**config.mk**
```make
export PLATFORM = sky130hd
export DESIGN_NAME = multi_quadrature_encoder_scan
export DESIGN_NICKNAME = d
export VERILOG_FILES = /design/src/sv/mqe_pkg.sv /design/src/sv/mqe_lane.sv /design/src/sv/mqe_merge.sv /design/src/sv/multi_quadrature_encoder_scan.sv
export SDC_FILE = /design/constraint.sdc
export NUM_CORES = 1
export LEC_CHECK = 0
export BUFFER_PORTS_ARGS = -buffer_cell sky130_fd_sc_hd__buf_2
export CORE_MARGIN = 2
export CORE_UTILIZATION = 27
export DETAILED_ROUTE_END_ITERATION = 10
export GPL_TIMING_DRIVEN = 0
export SETUP_SLACK_MARGIN = 0.15
export SLEW_MARGIN = 20
export SYNTH_ARGS = -nofsm -noshare
export SYNTH_HDL_FRONTEND = slang
export SYNTH_HIERARCHICAL = 1
export SYNTH_SLANG_ARGS = --single-unit
export TNS_END_PERCENT = 1
```
**constraint.sdc**
```tcl
create_clock -name clk -period 4.35 [get_ports clk]
set_clock_uncertainty 0.1 [all_clocks]
set_input_delay 0.87 -clock clk [delete_from_list [all_inputs] [get_ports clk]]
set_output_delay 0.87 -clock clk [all_outputs]
set_load 0.05 [all_outputs]
```
**src/sv/mqe_pkg.sv**
```systemverilog
`timescale 1ns / 1ps
// Package for the multi quadrature encoder scanner.
// Shared constants, direction and mode codes, and the lane result struct.
package mqe_pkg;

  localparam int NUM_ENCODERS = 6;
  localparam int PIN_W        = 12;
  localparam int ENC_W        = 3;
  localparam int DIR_W        = 2;
  localparam int CFG_W        = 3;
  localparam int CFG_IDX_W    = 1;
  localparam int LANE_IDX_W   = $clog2(NUM_ENCODERS + 1) > ENC_W ?
                                $clog2(NUM_ENCODERS + 1) : ENC_W;

  localparam logic [DIR_W-1:0] DIR_NONE = 2'd0;
  localparam logic [DIR_W-1:0] DIR_CW   = 2'd1;
  localparam logic [DIR_W-1:0] DIR_CCW  = 2'd2;

  localparam logic MODE_SCAN    = 1'b0;
  localparam logic MODE_CAPTURE = 1'b1;

  localparam logic [CFG_IDX_W-1:0] REG_FIRST = 1'b0;
  localparam logic [CFG_IDX_W-1:0] REG_LAST  = 1'b1;

  localparam logic [1:0] PH_00 = 2'b00;
  localparam logic [1:0] PH_01 = 2'b01;
  localparam logic [1:0] PH_10 = 2'b10;
  localparam logic [1:0] PH_11 = 2'b11;

  typedef struct packed {
    logic [DIR_W-1:0] dir;
    logic             take;
  } lane_res_t;

endpackage

```
**src/sv/mqe_lane.sv**
```systemverilog
`timescale 1ns / 1ps
// One encoder lane: stored phase pair and its transition decode.
// Depends on mqe_pkg.
module mqe_lane (
  input  logic              clk,
  input  logic              rst_n,
  input  logic [1:0]        pair,
  input  logic              load,
  output mqe_pkg::lane_res_t res
);
  import mqe_pkg::*;

  logic [1:0] phase_r;

  always_comb begin
    res.dir  = DIR_NONE;
    res.take = 1'b0;
    case (phase_r)
      PH_00: begin
        if (pair == PH_01) begin
          res.dir  = DIR_CW;
          res.take = 1'b1;
        end else if (pair == PH_10) begin
          res.dir  = DIR_CCW;
          res.take = 1'b1;
        end
      end
      PH_11: begin
        if (pair == PH_10) begin
          res.dir  = DIR_CW;
          res.take = 1'b1;
        end else if (pair == PH_01) begin
          res.dir  = DIR_CCW;
          res.take = 1'b1;
        end
      end
      default: begin
        res.take = (pair == PH_00) || (pair == PH_11);
      end
    endcase
  end

  always_ff @(posedge clk) begin
    if (!rst_n) begin
      phase_r <= PH_00;
    end else if (load) begin
      phase_r <= pair;
    end
  end

endmodule

```
**src/sv/mqe_merge.sv**
```systemverilog
`timescale 1ns / 1ps
// Priority merge of lane results: first moving encoder in range wins.
// Depends on mqe_pkg.
module mqe_merge (
  input  mqe_pkg::lane_res_t                 res [mqe_pkg::NUM_ENCODERS],
  input  logic [mqe_pkg::NUM_ENCODERS-1:0]   in_range,
  output logic [mqe_pkg::NUM_ENCODERS-1:0]   upd,
  output logic [mqe_pkg::ENC_W-1:0]          enc_num,
  output logic [mqe_pkg::DIR_W-1:0]          dir
);
  import mqe_pkg::*;

  logic found;

  always_comb begin
    found   = 1'b0;
    enc_num = '0;
    dir     = DIR_NONE;
    upd     = '0;
    for (int i = 0; i < NUM_ENCODERS; i++) begin
      upd[i] = in_range[i] && res[i].take && !found;
      if (!found && in_range[i] && (res[i].dir != DIR_NONE)) begin
        found   = 1'b1;
        enc_num = ENC_W'(i + 1);
        dir     = res[i].dir;
      end
    end
  end

endmodule

```
**src/sv/multi_quadrature_encoder_scan.sv**
```systemverilog
`timescale 1ns / 1ps
// Multi quadrature encoder scanner, top level. Depends on mqe_pkg, mqe_lane, mqe_merge.
// The result is registered and presented in the cycle after the input transfer.
// Throughput: one item per cycle while in_stall is low; all lanes decode and update in parallel.
// Input stalls only while a held result is stalled at the output.
// Reset: all encoder pairs 00, first_encoder 1, last_encoder 6, no result pending.
module multi_quadrature_encoder_scan (
  input  logic                            clk,
  input  logic                            rst_n,
  input  logic                            cfg_we,
  input  logic [mqe_pkg::CFG_IDX_W-1:0]   cfg_index,
  input  logic [mqe_pkg::CFG_W-1:0]       cfg_wdata,
  input  logic                            in_valid,
  output logic                            in_stall,
  input  logic                            in_mode,
  input  logic [mqe_pkg::PIN_W-1:0]       in_pin_word,
  output logic                            out_valid,
  input  logic                            out_stall,
  output logic [mqe_pkg::ENC_W-1:0]       out_encoder_number,
  output logic [mqe_pkg::DIR_W-1:0]       out_direction
);
  import mqe_pkg::*;

  logic [CFG_W-1:0]        first_r;
  logic [CFG_W-1:0]        last_r;
  logic                    out_valid_r;
  logic [ENC_W-1:0]        enc_r;
  logic [DIR_W-1:0]        dir_r;
  logic                    in_xfer;
  logic                    capture;
  logic [NUM_ENCODERS-1:0] in_range;
  logic [NUM_ENCODERS-1:0] upd;
  logic [ENC_W-1:0]        enc_nxt;
  logic [DIR_W-1:0]        dir_nxt;
  lane_res_t               res [NUM_ENCODERS];

  assign in_stall = out_valid_r && out_stall;
  assign in_xfer  = in_valid && !in_stall;
  assign capture  = (in_mode == MODE_CAPTURE);

  for (genvar i = 0; i < NUM_ENCODERS; i++) begin : g_lane
    localparam int LO = 2 * i;
    logic [1:0] pair;
    logic       load;

    if (LO + 1 < PIN_W) begin : g_full
      assign pair = in_pin_word[LO +: 2];
    end else if (LO < PIN_W) begin : g_half
      assign pair = {1'b0, in_pin_word[LO]};
    end else begin : g_none
      assign pair = 2'b00;
    end

    assign in_range[i] = (LANE_IDX_W'(i + 1) >= LANE_IDX_W'(first_r)) &&
                         (LANE_IDX_W'(i + 1) <= LANE_IDX_W'(last_r));
    assign load = in_xfer && (capture || upd[i]);

    mqe_lane u_lane (
      .clk   (clk),
      .rst_n (rst_n),
      .pair  (pair),
      .load  (load),
      .res   (res[i])
    );
  end

  mqe_merge u_merge (
    .res      (res),
    .in_range (in_range),
    .upd      (upd),
    .enc_num  (enc_nxt),
    .dir      (dir_nxt)
  );

  always_ff @(posedge clk) begin
    if (!rst_n) begin
      first_r <= CFG_W'(1);
      last_r  <= CFG_W'(6);
    end else if (cfg_we) begin
      unique case (cfg_index)
        REG_FIRST: first_r <= cfg_wdata;
        REG_LAST:  last_r  <= cfg_wdata;
        default: ;
      endcase
    end
  end

  always_ff @(posedge clk) begin
    if (!rst_n) begin
      out_valid_r <= 1'b0;
    end else if (in_xfer) begin
      out_valid_r <= 1'b1;
    end else if (!out_stall) begin
      out_valid_r <= 1'b0;
    end
  end

  always_ff @(posedge clk) begin
    if (in_xfer) begin
      enc_r <= capture ? '0 : enc_nxt;
      dir_r <= capture ? DIR_NONE : dir_nxt;
    end
  end

  assign out_valid          = out_valid_r;
  assign out_encoder_number = enc_r;
  assign out_direction      = dir_r;

endmodule

```
==> results.toml, run 1 <==
[status]
status = "complete, no violations"

[power_and_ir_drop]
vdd_drop_max_mv = 0.1308
clkPwrFrac = 0.271
power_density_mw_per_mm2 = 283.9
pwr-share-comb = 0.343
sw_frac_of_total = 0.3326
power_switching_mw = 0.2224
pwr-share-seq = 0.386
power.internal_mw = 0.4461
power_leakage_nw = 1.100

[timing]
period_share = 0.6140
finalHoldViolCount = 0
slew-limit-headroom = 0.6513
hold-worst-slack_ns = 0.3868
fmax_mhz = 374.4
finalCriticalPeriod_ns = 2.671
slew_viol_final = 0
setup_viol = 0
tightest_slew_ns = 0.5230
tns_ns = 0
rsz0062_at_grt = "no"

[detailed_routing]
post_drt_wl_per_cell_um = 10.66
dr.pass1.iters = 4
routed_via_density = 4.447
ant_nets = 0
drc = 0
first_iter_violations = 59
drt-total-wl_um = 3913
vias = 1632

[global_routing]
overflow = 0
grt_max_degree = 15
grt_pass1_vias = 1619
grt_usage = 0.1019
grt_first_pass_wirelength_um = 6975
antenna_found_initial = 0

[setup_path]
cp_max_fo = 5
start_kind = "input port"
crit_chain = "buf_2 -> inv_1 -> ha_1 -> a22oi_1 -> nor2_1 -> o21a_1 -> nor3_4 -> and3_4 -> and2_1 -> o21a_1 -> mux2i_1 -> nor2b_1"
r2r-end = "g_lane[5].u_lane/phase_r[1]"
crit_top_cell = "o21a_1"
worst_path_largest_cell_delay_ns = 0.29
required_ns = 4.43
worstPathArrival_ns = 2.75
rr_startpoint = "g_lane[0].u_lane/phase_r[0]"
ff2ff_path_depth = 11
critPathKind = "in -> reg"
cp-startpoint = "in_pin_word[5]"
r2r_slack_ns = 1.95
crit_path_end = "g_lane[5].u_lane/phase_r[1]"
critPathSlowestCell = "nor3_4"
worstSetupEndpointType = "flop"

[synth]
synth_top_family_by_area = "simple AND/OR/NAND/NOR gates"
syn_area_mm2 = 0.002024
synth_compound_area_frac = 0.2009
yosys-mux-area-fraction = 0.06922
postSynthAreaPerCell_um2 = 8.578
ys_seq_area_frac = 0.2621
netlist_instances = 236
synth_xor_area_frac = 0
synthSimpleGateAreaFrac = 0.2274
syn-num-nets = 288
async_reset_ff_frac = 0
yosysWarnings = 6
synthDistinctLibCells = 39
synthFlopType = "dfxtp_1"
synth_edf_count = 5
ys_ff_latch = 24
synthAdderAreaFrac = 0.1854

[clock_tree]
cts_buffer_depth = 2
cts_root_buf = "clkbuf_8"
postCtsHoldBufs = 0
cts_sinks = 24
h-tree-depth = 1
clock_latency_ns = 0.27
clk_pin_slew_ns = 0.10
cts_setup_buffers = 0
cts_tree = "yes"
numCtsBuffers = 3
cts-resized-gates = 0

[job]
drv_cap = 0

[placed_design]
numPortBuffers = 28
dp_cells = 363
place.detailed.hpwl_um = 3165
place_congestion = 0.8027
place_area_mm2 = 0.002288

[layout]
multiInputGateArea_mm2 = 0.001383
antenna_cells = 0
final_cell_area_mm2 = 0.002355
syn_to_final_growth_pct = 16.32
final_cells = 367
nets = 321
utilization = 0.3247
ff_latch_area_um2 = 530.5
drive_gt1_frac = 0.1791
n_fill_cell = 772

[die]
initial_utilization = 0.2791
io_pins = 29
core_mm2 = 0.007253
placementRows = 31
die_h_um = 90.59
die_area_mm2 = 0.008207
die_w_um = 90.59

[worst_hold_path]
hold_path_class = "reg -> reg"
==> power by group through the flow <==
stage          combinational [mW]  sequential [mW]  clock [mW]
3_3_place_gp                0.228            0.263           0
5_1_grt                     0.260            0.261       0.195
6_report                    0.230            0.258       0.181
4_1_cts                     0.231            0.258       0.187
3_5_place_dp                0.230            0.263           0
2_1_floorplan               0.158            0.282           0
==> state kept, by name (all words and copies together), names as in the netlist <==
name / flops
out_encoder_number: 3
out_direction: 2
g_lane.u_lane/phase_r: 12
first_r: 3
last_r: 3
out_valid: 1
==> kinds of logic after synthesis <==
family,after synthesis
buf+inv,29
fa+ha+maj,30
flops,24
mux,14
simple gates,85
compound gates,54
==> worst max-delay path, delay by kind of cell <==
family	cells	cell delay (ns)
AND/OR/NAND/NOR	5	0.79
AO/OA/AOI/OAI	3	0.57
multiplexers	1	0.20
adder cells (fa/ha/maj)	1	0.18
buffers and inverters	2	0.14
==> cell type report <==
cell class / count / area share
Multi-Input combinational cell: 183 / 0.5871
Buffer: 2 / 0.004251
Clock buffer: 4 / 0.02816
Tap cell: 99 / 0.05260
Inverter: 27 / 0.04304
Timing Repair Buffer: 28 / 0.05951
Sequential cell: 24 / 0.2253
==> metrics by stage <==
stage | total power, mW | worst slack, ns
after floorplan | 0.4402 | 1.701
after global placement | 0.4907 | 1.381
after detailed placement | 0.4938 | 1.368
after CTS | 0.6768 | 1.663
after global routing | 0.7162 | 1.514
final | 0.6685 | 1.679
==> cell usage after synthesis, drive strengths merged (4+ instances only) <==
master	count	area, µm²
a22oi	12	90.09
mux2i	14	140.1
or2	6	37.54
o21a	12	91.34
and3	4	31.28
and2	5	33.78
nand2	18	67.56
inv	27	101.4
nor2	22	82.58
dfxtp	19	380.4
edfxtp	5	150.1
o21ai	15	97.59
nand3	5	25.02
ha	30	375.4
nor2b	19	133.9
==> cell usage in the layout (no fill, tap or decap), types with 3 or more instances in the layout <==
| cell type | synthesis | routed |
|---|---|---|
| a22oi_1 | 12 | 12 |
| mux2i_1 | 14 | 14 |
| nand2_1 | 18 | 18 |
| nor2_1 | 22 | 22 |
| o21a_1 | 11 | 11 |
| and2_1 | 4 | 4 |
| buf_2 | 1 | 29 |
| dfxtp_1 | 19 | 19 |
| o211ai_1 | 3 | 3 |
| nor2b_1 | 17 | 17 |
| o21ai_2 | 6 | 6 |
| edfxtp_1 | 5 | 5 |
| clkbuf_8 | 0 | 3 |
| ha_1 | 30 | 30 |
| a21oi_1 | 3 | 3 |
| o21ai_0 | 7 | 7 |
| nand3_1 | 5 | 5 |
| inv_1 | 27 | 27 |
| or2_1 | 6 | 6 |
==> how the worst min path moves through the flow <==
stage,start,endpoint,cells past startpoint
finish,last_r[0],last_r[0],2
global route,last_r[0],last_r[0],2
CTS,last_r[0],last_r[0],2
detailed placement,last_r[0],last_r[0],2
global placement,last_r[0],last_r[0],2
floorplan,last_r[0],last_r[0],2
==> per-layer routing <==
metal / share of wire / up-vias / track usage
met3: 0.027 / 2 / 0.02337
met4: 0.0066 / 0 / 0.01538
met2: 0.47 / 22 / 0.1835
met5: 0 / - / 0
li1: - / 874 / -
met1: 0.50 / 734 / 0.1255
Power figures use the tool's default switching activity.
==> run 2: changes to the inputs <==
clock period = 2.2 ns   (was 4.35 ns; I/O delays follow)
==> run 2 against run 1 <==
The flow now finishes with violations (negative setup slack). Clock-buffer cell count unchanged. Critical path depth decreased by 2. Utilization increased by 3.4 points. Wire length increased by 8.7%. Clock power increased by 72%. Via count increased by 5.2%. Final cell count increased by 3.0%. Worst setup slack got worse by 1.7 ns. First-iteration DRC count decreased by 41%. Register-to-register slack got worse by 2.0 ns. Combinational power increased by 140%. Critical path type is now reg -> reg. Highest routed layer unchanged.
==> results.toml, run 2 (synthesized netlist as in run 1, its figures left out) <==
[status]
status = "complete, but fails checks"
violations = "negative setup slack"

[power_and_ir_drop]
sw_frac_of_total = 0.3375
power.internal_mw = 0.9052
power_switching_mw = 0.4612
power_density_mw_per_mm2 = 525.8
clkPwrFrac = 0.227
power_leakage_nw = 1.155
pwr-share-seq = 0.376
power_mw = 1.366
vdd_drop_max_mv = 0.2085
pwr-share-comb = 0.397

[timing]
tns_ns = -0.03662
finalHoldViolCount = 0
finalCriticalPeriod_ns = 2.221
fmax_mhz = 450.3
setup_viol = 2
slew-limit-headroom = 0.7166
slew_viol_final = 0
worst_slack_ns = -0.02096
rsz0062_at_grt = "yes"
period_share = 1.010
tightest_slew_ns = 0.4219

[global_routing]
antenna_found_initial = 0
grt_max_degree = 14
grt_first_pass_wirelength_um = 6962
overflow = 0
grt_pass1_vias = 1596
grt_usage = 0.1030

[layout]
syn_to_final_growth_pct = 28.37
antenna_cells = 0
largest_reg_flops = 12
utilization = 0.3583
largest_register = "g_lane.u_lane/phase_r"
layout_common_cells = "buf_2 (29), inv_1 (20), ha_1 (20)"
drive_gt1_frac = 0.3548
final_common_cell = "buf_2"
nets = 332

[die]
placementRows = 31
die_w_um = 90.59
io_pins = 29
die_area_mm2 = 0.008207
initial_utilization = 0.2791
core_mm2 = 0.007253
die_h_um = 90.59

[detailed_routing]
drt-total-wl_um = 4255
dr.pass1.iters = 4
post_drt_wl_per_cell_um = 11.26
ant_nets = 0
routed_via_density = 4.542
drc = 0
first_iter_violations = 35
vias = 1717

[clock_tree]
cts_root_buf = "clkbuf_8"
h-tree-depth = 1
clk_pin_slew_ns = 0.09
cts_buffer_depth = 2
cts_tree = "yes"
postCtsHoldBufs = 0
clock_latency_ns = 0.27
cts_sinks = 24
numCtsBuffers = 3

[job]
drv_cap = 0

[setup_path]
worstSetupEndpointType = "flop"
ff2ff_path_depth = 10
r2r-end = "g_lane[5].u_lane/phase_r[0]"
r2r_slack_ns = -0.02
start_kind = "flop"
rr_startpoint = "g_lane[3].u_lane/phase_r[0]"
critPathKind = "reg -> reg"
worstPathArrival_ns = 2.30
cp_max_fo = 4
required_ns = 2.27

[placed_design]
place.detailed.hpwl_um = 3316
numPortBuffers = 28
place_congestion = 0.7980

[worst_hold_path]
hold_depth = 2
hold_path_class = "in -> reg"
hp-start = "in_valid"
hold_path_end = "out_valid"
==> run 2: changes by cell type in the layout (fill, tap and decap cells not counted), sizes merged <==
| cell | previous run | this run |
|---|---|---|
| buf | 29 | 40 |
==> run 2: what timing repair did <==
| item | CTS | global route |
|---|---|---|
| endpoints found under the setup margin | 12 | 14 |
| buffers inserted | 9 | 2 |
| gates resized for setup | 31 | 11 |
| pin swaps | 14 | 5 |
==> run 2: area by class of cell <==
cell class,instances,area [µm²]
Buffer,2,10.01
Clock buffer,4,55.05
Fill cell,779,4654
Inverter,27,108.9
Multi-Input combinational cell,183,1528
Sequential cell,24,550.5
Tap cell,99,123.9
Timing Repair Buffer,39,222.7
==> run 2: worst max path at each step <==
stage	startpoint	slack [ns]	end	depth (start not counted)
floorplan	in_pin_word[2]	0.0007	g_lane[5].u_lane/phase_r[0]	11
global placement	in_pin_word[2]	-0.38	g_lane[5].u_lane/phase_r[1]	12
detailed placement	in_pin_word[2]	-0.40	g_lane[5].u_lane/phase_r[1]	12
CTS	g_lane[2].u_lane/phase_r[0]	-0.03	g_lane[5].u_lane/phase_r[1]	11
global route	g_lane[2].u_lane/phase_r[0]	-0.14	g_lane[3].u_lane/phase_r[1]	11
finish	g_lane[3].u_lane/phase_r[0]	-0.02	g_lane[5].u_lane/phase_r[0]	10
==> run 2: per-stage QoR <==
| step | setup WS, ns | hold WS, ns | instances | area (µm²) |
|---|---|---|---|---|
| after floorplan | 0.0006668 | 0.3509 | 236 | 2062 |
| after detailed placement | -0.4028 | 0.3842 | 363 | 2326 |
| after CTS | -0.02794 | 0.2842 | 376 | 2539 |
| final | -0.02096 | 0.2870 | 378 | 2599 |
| after global placement | -0.3824 | 0.3729 | 363 | 2326 |
| after global routing | -0.1395 | 0.2935 | 378 | 2599 |
==> run 2: power by group through the flow <==
stage / clock (mW) / sequential, mW / combinational (mW)
after floorplan: 0 / 0.557 / 0.317
after detailed placement: 0 / 0.521 / 0.467
after CTS: 0.326 / 0.514 / 0.529
after global placement: 0 / 0.520 / 0.456
after global routing: 0.339 / 0.519 / 0.601
final: 0.311 / 0.513 / 0.543
==> run 2: layer usage <==
layer	up-vias	global-route usage	routed length, µm
met5	-	0	0
met4	0	0.02436	29
met3	4	0.02421	163
met2	25	0.1853	2095
met1	788	0.1233	1966
li1	900	-	-
==> run 2: critical path, cell delays in order (launching register included) <==
cell     delay, ns
dfxtp_2       0.34
ha_1          0.22
a22oi_2       0.23
nor2_2        0.09
o21ai_2       0.19
nor2b_4       0.19
and3_4        0.20
and2_4        0.13
o21a_1        0.15
mux2i_1       0.21
nor2b_1       0.06
==> run 3: changes to the inputs <==
TNS_END_PERCENT = not set   (was 1)
==> run 3 against run 2 <==
The flow still finishes with violations (negative setup slack). First-iteration DRC count up 40%. Fmax up 0.78%. Final cell count down 0.26%. Critical path depth unchanged. Combinational power up 3%. Via count down 0.17%. Wire length down 1.7%. Critical endpoint unchanged. Largest power group unchanged. Highest routed layer unchanged.
==> results.toml, run 3 (synthesized netlist as in run 1, its figures left out) <==
[global_routing]
grt_max_degree = 14
grt_usage = 0.1036
antenna_found_initial = 0
grt_first_pass_wirelength_um = 7058
grt_pass1_vias = 1630
overflow = 0

[setup_path]
rr_startpoint = "g_lane[1].u_lane/phase_r[0]"
worstSetupEndpointType = "flop"
r2r_slack_ns = -0.004
cp_max_fo = 4
worstPathArrival_ns = 2.26
start_kind = "flop"
required_ns = 2.26
cp-startpoint = "g_lane[1].u_lane/phase_r[0]"
r2r-end = "g_lane[5].u_lane/phase_r[0]"
critPathKind = "reg -> reg"
ff2ff_path_depth = 10

[detailed_routing]
vias = 1714
drc = 0
ant_nets = 0
post_drt_wl_per_cell_um = 11.09
routed_via_density = 4.546
dr.pass1.iters = 4
drt-total-wl_um = 4182
first_iter_violations = 49

[timing]
hold-worst-slack_ns = 0.2986
setup_viol = 1
finalCriticalPeriod_ns = 2.204
rsz0062_at_grt = "yes"
worst_slack_ns = -0.003693
finalHoldViolCount = 0
tightest_slew_ns = 0.4294
slew-limit-headroom = 0.7118
tns_ns = -0.003693
fmax_mhz = 453.8
period_share = 1.002
slew_viol_final = 0

[layout]
largest_register = "g_lane.u_lane/phase_r"
n_fill_cell = 755
final_common_cell = "buf_2"
drive_gt1_frac = 0.3885
ff_latch_area_um2 = 550.5
syn_to_final_growth_pct = 30.10
layout_common_cells = "buf_2 (29), inv_1 (21), nand2_1 (18)"
antenna_cells = 0
nets = 331
largest_reg_flops = 12
multiInputGateArea_mm2 = 0.001580

[worst_hold_path]
hold_path_class = "in -> reg"
hp-start = "in_valid"
hold_depth = 2
hold_path_end = "out_valid"

[clock_tree]
clock_latency_ns = 0.27
cts_buffer_depth = 2
h-tree-depth = 1
postCtsHoldBufs = 0
cts_sinks = 24
clk_pin_slew_ns = 0.08
numCtsBuffers = 3
cts_root_buf = "clkbuf_8"
cts_tree = "yes"

[die]
placementRows = 31
die_area_mm2 = 0.008207
die_h_um = 90.59
core_mm2 = 0.007253
initial_utilization = 0.2791
die_w_um = 90.59
io_pins = 29

[placed_design]
place.detailed.hpwl_um = 3210
pre_cts_ws_ns = -0.3754
numPortBuffers = 28
place_congestion = 0.7639

[status]
status = "complete, but fails checks"
violations = "negative setup slack"

[power_and_ir_drop]
power_leakage_nw = 1.139
vdd_drop_max_mv = 0.2086
power_density_mw_per_mm2 = 510.8

[job]
drv_cap = 0
## run 3: changes by cell type in the layout (fill, tap and decap cells not counted), sizes merged
cell | previous run | this run
buf | 40 | 39
## run 3: metrics by stage
step	area [µm²]	cells	utilization	total power, mW
floorplan	2143	236	-	0.8990
global placement	2407	363	0.3319	1.004
detailed placement	2407	363	0.3319	1.012
CTS	2549	373	0.3514	1.340
global route	2634	377	0.3631	1.452
finish	2634	377	0.3631	1.345
## run 3: cell type report
| cell class | count | area share |
|---|---|---|
| Timing Repair Buffer | 38 | 0.08171 |
| Inverter | 27 | 0.04133 |
| Tap cell | 99 | 0.04703 |
| Buffer | 2 | 0.003800 |
| Clock buffer | 4 | 0.01710 |
| Multi-Input combinational cell | 183 | 0.6000 |
| Sequential cell | 24 | 0.2090 |
## run 3: timing repair
| action | CTS | global route |
|---|---|---|
| pin swaps | 16 | 8 |
| resized for setup | 23 | 16 |
| setup endpoints to repair | 10 | 14 |
| buffers inserted | 6 | 4 |
## run 3: where the power goes
| group | switching [mW] | total [mW] | internal, mW |
|---|---|---|---|
| Sequential | 0.0290 | 0.515 | 0.486 |
| Combinational | 0.288 | 0.559 | 0.271 |
| Clock | 0.142 | 0.272 | 0.129 |
## run 3: worst max-delay path, stage by stage (launching register included)
cell	delay (ns)
dfxtp_4	0.37
ha_2	0.20
a22oi_2	0.16
nor2_1	0.08
o21a_2	0.23
nor3_4	0.20
and3_4	0.22
and2_4	0.13
o21a_1	0.16
mux2i_1	0.20
nor2b_1	0.06
## run 3: layer usage
layer / part of all wire / vias up / GRT usage / wire length [µm]
li1: - / 898 / - / -
met1: 0.48 / 793 / 0.1306 / 2005
met2: 0.48 / 21 / 0.1803 / 2028
met3: 0.026 / 2 / 0.01252 / 107
met4: 0.0096 / 0 / 0.03846 / 40
met5: 0 / - / 0 / 0
## run 3: worst max path at each step
stage	end	slack, ns	cells past startpoint
2_1_floorplan	g_lane[5].u_lane/phase_r[0]	0.0009	11
3_3_place_gp	g_lane[5].u_lane/phase_r[0]	-0.36	12
3_5_place_dp	g_lane[5].u_lane/phase_r[0]	-0.38	12
4_1_cts	g_lane[5].u_lane/phase_r[0]	0.01	11
5_1_grt	g_lane[5].u_lane/phase_r[0]	-0.12	11
6_report	g_lane[5].u_lane/phase_r[0]	-0.004	10
